--- config.mk ---
export PLATFORM = sky130hd
export DESIGN_NAME = pba_ctrl
export DESIGN_NICKNAME = d
export VERILOG_FILES = /design/src/hdl/pba_pkg.sv /design/src/hdl/pba_ctrl.sv
export SDC_FILE = /design/constraint.sdc
export NUM_CORES = 1
export LEC_CHECK = 0
export BUFFER_PORTS_ARGS = -buffer_cell sky130_fd_sc_hd__buf_2
export CORE_AREA = 2 2 39 41
export CTS_CLUSTER_DIAMETER = 60
export DETAILED_ROUTE_END_ITERATION = 10
export DIE_AREA = 0 0 41 43
export PLACE_DENSITY = 0.55
export SYNTH_ARGS = -nofsm -noshare
export SYNTH_HDL_FRONTEND = slang
export SYNTH_SLANG_ARGS = --single-unit
--- constraint.sdc ---
create_clock -name clk -period 1.2 [get_ports clk]
set_input_delay 0.12 -clock clk [delete_from_list [all_inputs] [get_ports clk]]
set_output_delay 0.12 -clock clk [all_outputs]
set_load 0.02 [all_outputs]
--- src/hdl/pba_pkg.sv ---
// ----------------------------------------------------------------------------
// pba_pkg
// shared types and constants of the page bitmap allocator
// ----------------------------------------------------------------------------
package pba_pkg;

  localparam int PAGE_W  = 20;
  localparam int ADDR_W  = 32;
  localparam int COUNT_W = 21;
  localparam int CMD_W   = 3;
  localparam int WORD_W  = 64;
  localparam int IN_W    = 80;
  localparam int OUT_W   = 24;

  typedef enum logic [CMD_W-1:0] {
    CMD_QPAGE = 3'd0,
    CMD_QADDR = 3'd1,
    CMD_MARK  = 3'd2,
    CMD_RUN   = 3'd3,
    CMD_FIND  = 3'd4
  } cmd_t;

  typedef enum logic [2:0] {
    ST_CLEAR,
    ST_IDLE,
    ST_DECODE,
    ST_READ,
    ST_EVAL,
    ST_DONE
  } state_t;

  typedef struct packed {
    logic ready;
    logic clr;
    logic mem_rd;
    logic mem_wr;
    logic step;
    logic restart;
    logic res_q;
    logic res_oor;
    logic res_acc;
    logic res_hit;
    logic out_load;
  } ctl_t;

  typedef struct packed {
    cmd_t kind;
    logic clr_done;
    logic q_ok;
    logic run_ok;
    logic run_empty;
    logic last_word;
    logic free_nz;
    logic edge_hit;
    logic second;
    logic out_free;
  } sts_t;

endpackage

--- src/hdl/pba_ctrl.sv ---
// ----------------------------------------------------------------------------
// pba_ctrl
// sequencer for queries, run marking and the free page search
// ----------------------------------------------------------------------------
module pba_ctrl (
  input  logic          clk,
  input  logic          rst_n,
  input  logic          in_valid,
  input  pba_pkg::sts_t sts,
  output pba_pkg::ctl_t ctl
);
  import pba_pkg::*;

  state_t state_r, state_nxt;

  always_ff @(posedge clk) begin
    if (!rst_n) begin
      state_r <= ST_CLEAR;
    end else begin
      state_r <= state_nxt;
    end
  end

  always_comb begin
    state_nxt = state_r;
    ctl       = '0;
    case (state_r)
      ST_CLEAR: begin
        ctl.clr = 1'b1;
        if (sts.clr_done) state_nxt = ST_IDLE;
      end
      ST_IDLE: begin
        ctl.ready = 1'b1;
        if (in_valid) state_nxt = ST_DECODE;
      end
      ST_DECODE: begin
        case (sts.kind)
          CMD_QPAGE, CMD_QADDR: begin
            if (sts.q_ok) begin
              state_nxt = ST_READ;
            end else begin
              ctl.res_oor = 1'b1;
              state_nxt   = ST_DONE;
            end
          end
          CMD_MARK, CMD_RUN: begin
            if (sts.run_ok && !sts.run_empty) begin
              state_nxt = ST_READ;
            end else begin
              ctl.res_acc = sts.run_ok;
              state_nxt   = ST_DONE;
            end
          end
          CMD_FIND: state_nxt = ST_READ;
          default:  state_nxt = ST_DONE;
        endcase
      end
      ST_READ: begin
        ctl.mem_rd = 1'b1;
        state_nxt  = ST_EVAL;
      end
      ST_EVAL: begin
        case (sts.kind)
          CMD_QPAGE, CMD_QADDR: begin
            ctl.res_q = 1'b1;
            state_nxt = ST_DONE;
          end
          CMD_MARK, CMD_RUN: begin
            ctl.mem_wr = 1'b1;
            if (sts.last_word) begin
              ctl.res_acc = 1'b1;
              state_nxt   = ST_DONE;
            end else begin
              ctl.step  = 1'b1;
              state_nxt = ST_READ;
            end
          end
          CMD_FIND: begin
            if (sts.free_nz) begin
              ctl.res_hit = 1'b1;
              state_nxt   = ST_DONE;
            end else if (sts.edge_hit) begin
              if (sts.second) begin
                state_nxt = ST_DONE;
              end else begin
                ctl.restart = 1'b1;
                state_nxt   = ST_READ;
              end
            end else begin
              ctl.step  = 1'b1;
              state_nxt = ST_READ;
            end
          end
          default: state_nxt = ST_DONE;
        endcase
      end
      ST_DONE: begin
        if (sts.out_free) begin
          ctl.out_load = 1'b1;
          state_nxt    = ST_IDLE;
        end
      end
      default: state_nxt = ST_IDLE;
    endcase
  end

endmodule

==> results.md <==
- Status: finished with violations
- Failing checks: negative setup slack
- Slew margin rel.: 76.1%
- Row count: 14
- Ys async rst share: 0%
- First-pass GRT wire length: 1.91 mm
- Routed len/inst: 12.5 um
- Placer Congestion: 0.691
- Hold Fails Final Rpt: 0
- Largest register FFs: 3
- Clock skew: 4.19 ps
- Worst-Margin Slew: around 360 ps
- Yosys synthesis warning count: 0
- #FFs+latches synth: 3
- Worst hold endpoint: state_r[0]
- Clock root buffer: clkbuf_4
- Critical-path cell list: nor2_1 -> nand2_1 -> buf_6 -> nor4_4 -> buf_4
- HPWL Detailed: 859 um
- Core Util, Final: between 50% and 60%
- RR Endpoint: state_r[2]
- Largest regs: state_r x3
- Share of layout cells above drive strength 1: around two thirds
- Final worst path period share: 116%
- CTS Sinks: 3
- Period minus WS final: approximately 1400 ps
- Seq/Total Area, Yosys: roughly 18%
- CTS Buf Count: 3
- Post-route insts no fill: 108
- Pre-antenna DRT Iters: 3
- Htree depth: 1
- Die W: 41 um
- Setup violations, final: 12
- Crit path max-delay family: simple AND/OR/NAND/NOR gates
- Core area: 1380 sq um
- Worst path required time: about 1100 ps
- Ys flop type: dfxtp_1
- Die area: about 1800 sq um
- Worst path max stage delay: 320 ps
- Area of the mapped netlist: about 340 sq um
- Crit path max fanout: 5
- Slowest-stage cell, CP: dfxtp_2
- CP Capture Type: output pin
- Total GRT Usage: 15.4%
- Mean Syn Cell Area: 7.16 sq um
- Yosys cell types: 26
- Via/cell ratio: 4.72
- Final ANT Viol Nets: 0
- Startpoint Class: flop
- Most flops, register: state_r
- Reg-to-Reg Start: state_r[1]
- Highest clock rate: 716 MHz
- HP Start: rst_n
- P per Cell Area: 681 nW/um^2
- DP Cell Count: 96
- Hold Crit Class: in -> reg
- Buf/Inv on CP: 2
- Area Overhead vs Synth: 128%
- EDFF count, synth: 0
- Clk_lat worst skew: approximately 230 ps
- Max VDD drop: between 0.5 and 0.6 mV
- DR vias: 510
- Drc violations: 0
- Worst Setup SP: state_r[1]
- Port Buffer Count: 25
- Die height: 43 um
- Maxcap violations: 0
- Worst-path clk slew: ~40 ps
- Initial Util: 24.3%
- # IOs: 26
- Fillers: 125
- Hold Crit Depth: 2
- Antenna fix cells: 0
- Total Wirelength: 1.35 mm
- Pins Over Slew Limit: 0
- RSZ-0062 raised after global routing: yes
- Reg2Reg Setup Slack: -60 ps
- Global route total overflow: 0
- Synth Net Count: 62
- Worst Path Class, Setup: reg -> out
- TritonCTS clock tree: done
- 1st-iter DRT viols: 1
- R2R depth: 6
- Max clock buf depth: 2
- Leakage: 0.365 nW
- Critical path arrival: roughly 1300 ps
- Setup ws final: -197 ps
- Initial antenna violation count: 0
- Synth Instances: 47
- Net count, final: 108
- Vias in the first global route: 466
- Largest net degree at the start of global routing: 8
==> area by class of cell <==
class	instances	area (sq um)	share of cell area (%)
timing repair buffer	43	307	40.0
sequential	3	66.3	8.65
clock buffer	4	26.3	3.43
tap	16	20.0	2.61
inverter	1	3.75	0.489
multi-input combinational	41	344	44.9
==> cell usage in the layout (no fill, tap or decap), types with 3 or more instances in the layout <==
cell	synthesis	layout
buf_2	2	17
buf_4	0	19
buf_6	0	7
clkbuf_4	0	3
nand2_1	4	4
nor2_1	7	5
nor2b_1	4	3
==> what timing repair did <==
action / 4_1_cts / 5_1_grt
endpoints found under the setup margin: 11 / 14
hold endpoints to repair: 0 / 0
gates resized for setup: 19 / 10
buffers inserted: 6 / 2
hold buffers: 0 / 0
pin swaps: 7 / 4
==> Yosys cell counts, drive strengths merged (2+ instances only) <==
library cell	number	area share, %
nor4	2	3.7
dfxtp	3	18
nor3	3	4.5
nor2b	4	7.4
a21boi	2	5.6
nor2	7	7.8
buf	2	3.0
o21ai	3	4.5
and3b	2	5.2
nand2	4	4.5
o32a	2	6.3
==> worst reg2reg max path, cell delays in order (launching register included) <==
cell,delay (ps)
dfxtp_2,320
nor2_1,100
nand2_1,80
buf_4,140
buf_6,100
o32a_4,310
a21boi_2,130
==> per-layer routing <==
metal / share of wire, % / vias up / GRT usage (%) / wire length, um
met5: 0 / - / 0 / 0
met4: 0.66 / 0 / 3.33 / 9
met3: 2.9 / 2 / 5.24 / 39
met2: 57 / 9 / 27.2 / 774
met1: 39 / 236 / 16.6 / 531
li1: - / 263 / - / -
==> worst max-delay path by stage <==
stage	end	slack, ps	cells after the start
5_1_grt	ctl[1]	-260	5
6_report	ctl[1]	-200	5
3_5_place_dp	ctl[6]	-110	6
2_1_floorplan	ctl[4]	-50	4
4_1_cts	ctl[1]	-170	5
3_3_place_gp	ctl[6]	-80	6
==> per-stage QoR <==
stage                     setup TNS, ps  setup WS (ps)  hold WS [ps]  total power, mW  cell area [sq um]
after floorplan                    -184          -50.9           237            0.207                367
after global placement             -283          -82.9           356            0.287                574
after detailed placement           -410           -107           359            0.289                574
after CTS                         -1190           -166           118            0.505                708
after global routing              -2170           -262           129            0.560                767
final                             -1430           -197           121            0.523                767
==> power breakdown <==
part           switching, mW  internal (mW)
Clock                 0.0535          0.125
Combinational          0.106          0.121
Sequential           0.00910          0.108
Total                  0.169          0.354
==> logic make-up (layout without fill, tap and decap cells) <==
logic type / after synthesis / after routing / synth area share (%)
buffers and inverters: 3 / 48 / 4.09
AND/OR/NAND/NOR: 28 / 28 / 48.0
AO/OA/AOI/OAI: 13 / 13 / 30.1
flip-flops: 3 / 3 / 17.8
No activity file was read; power rests on OpenSTA's default activity.
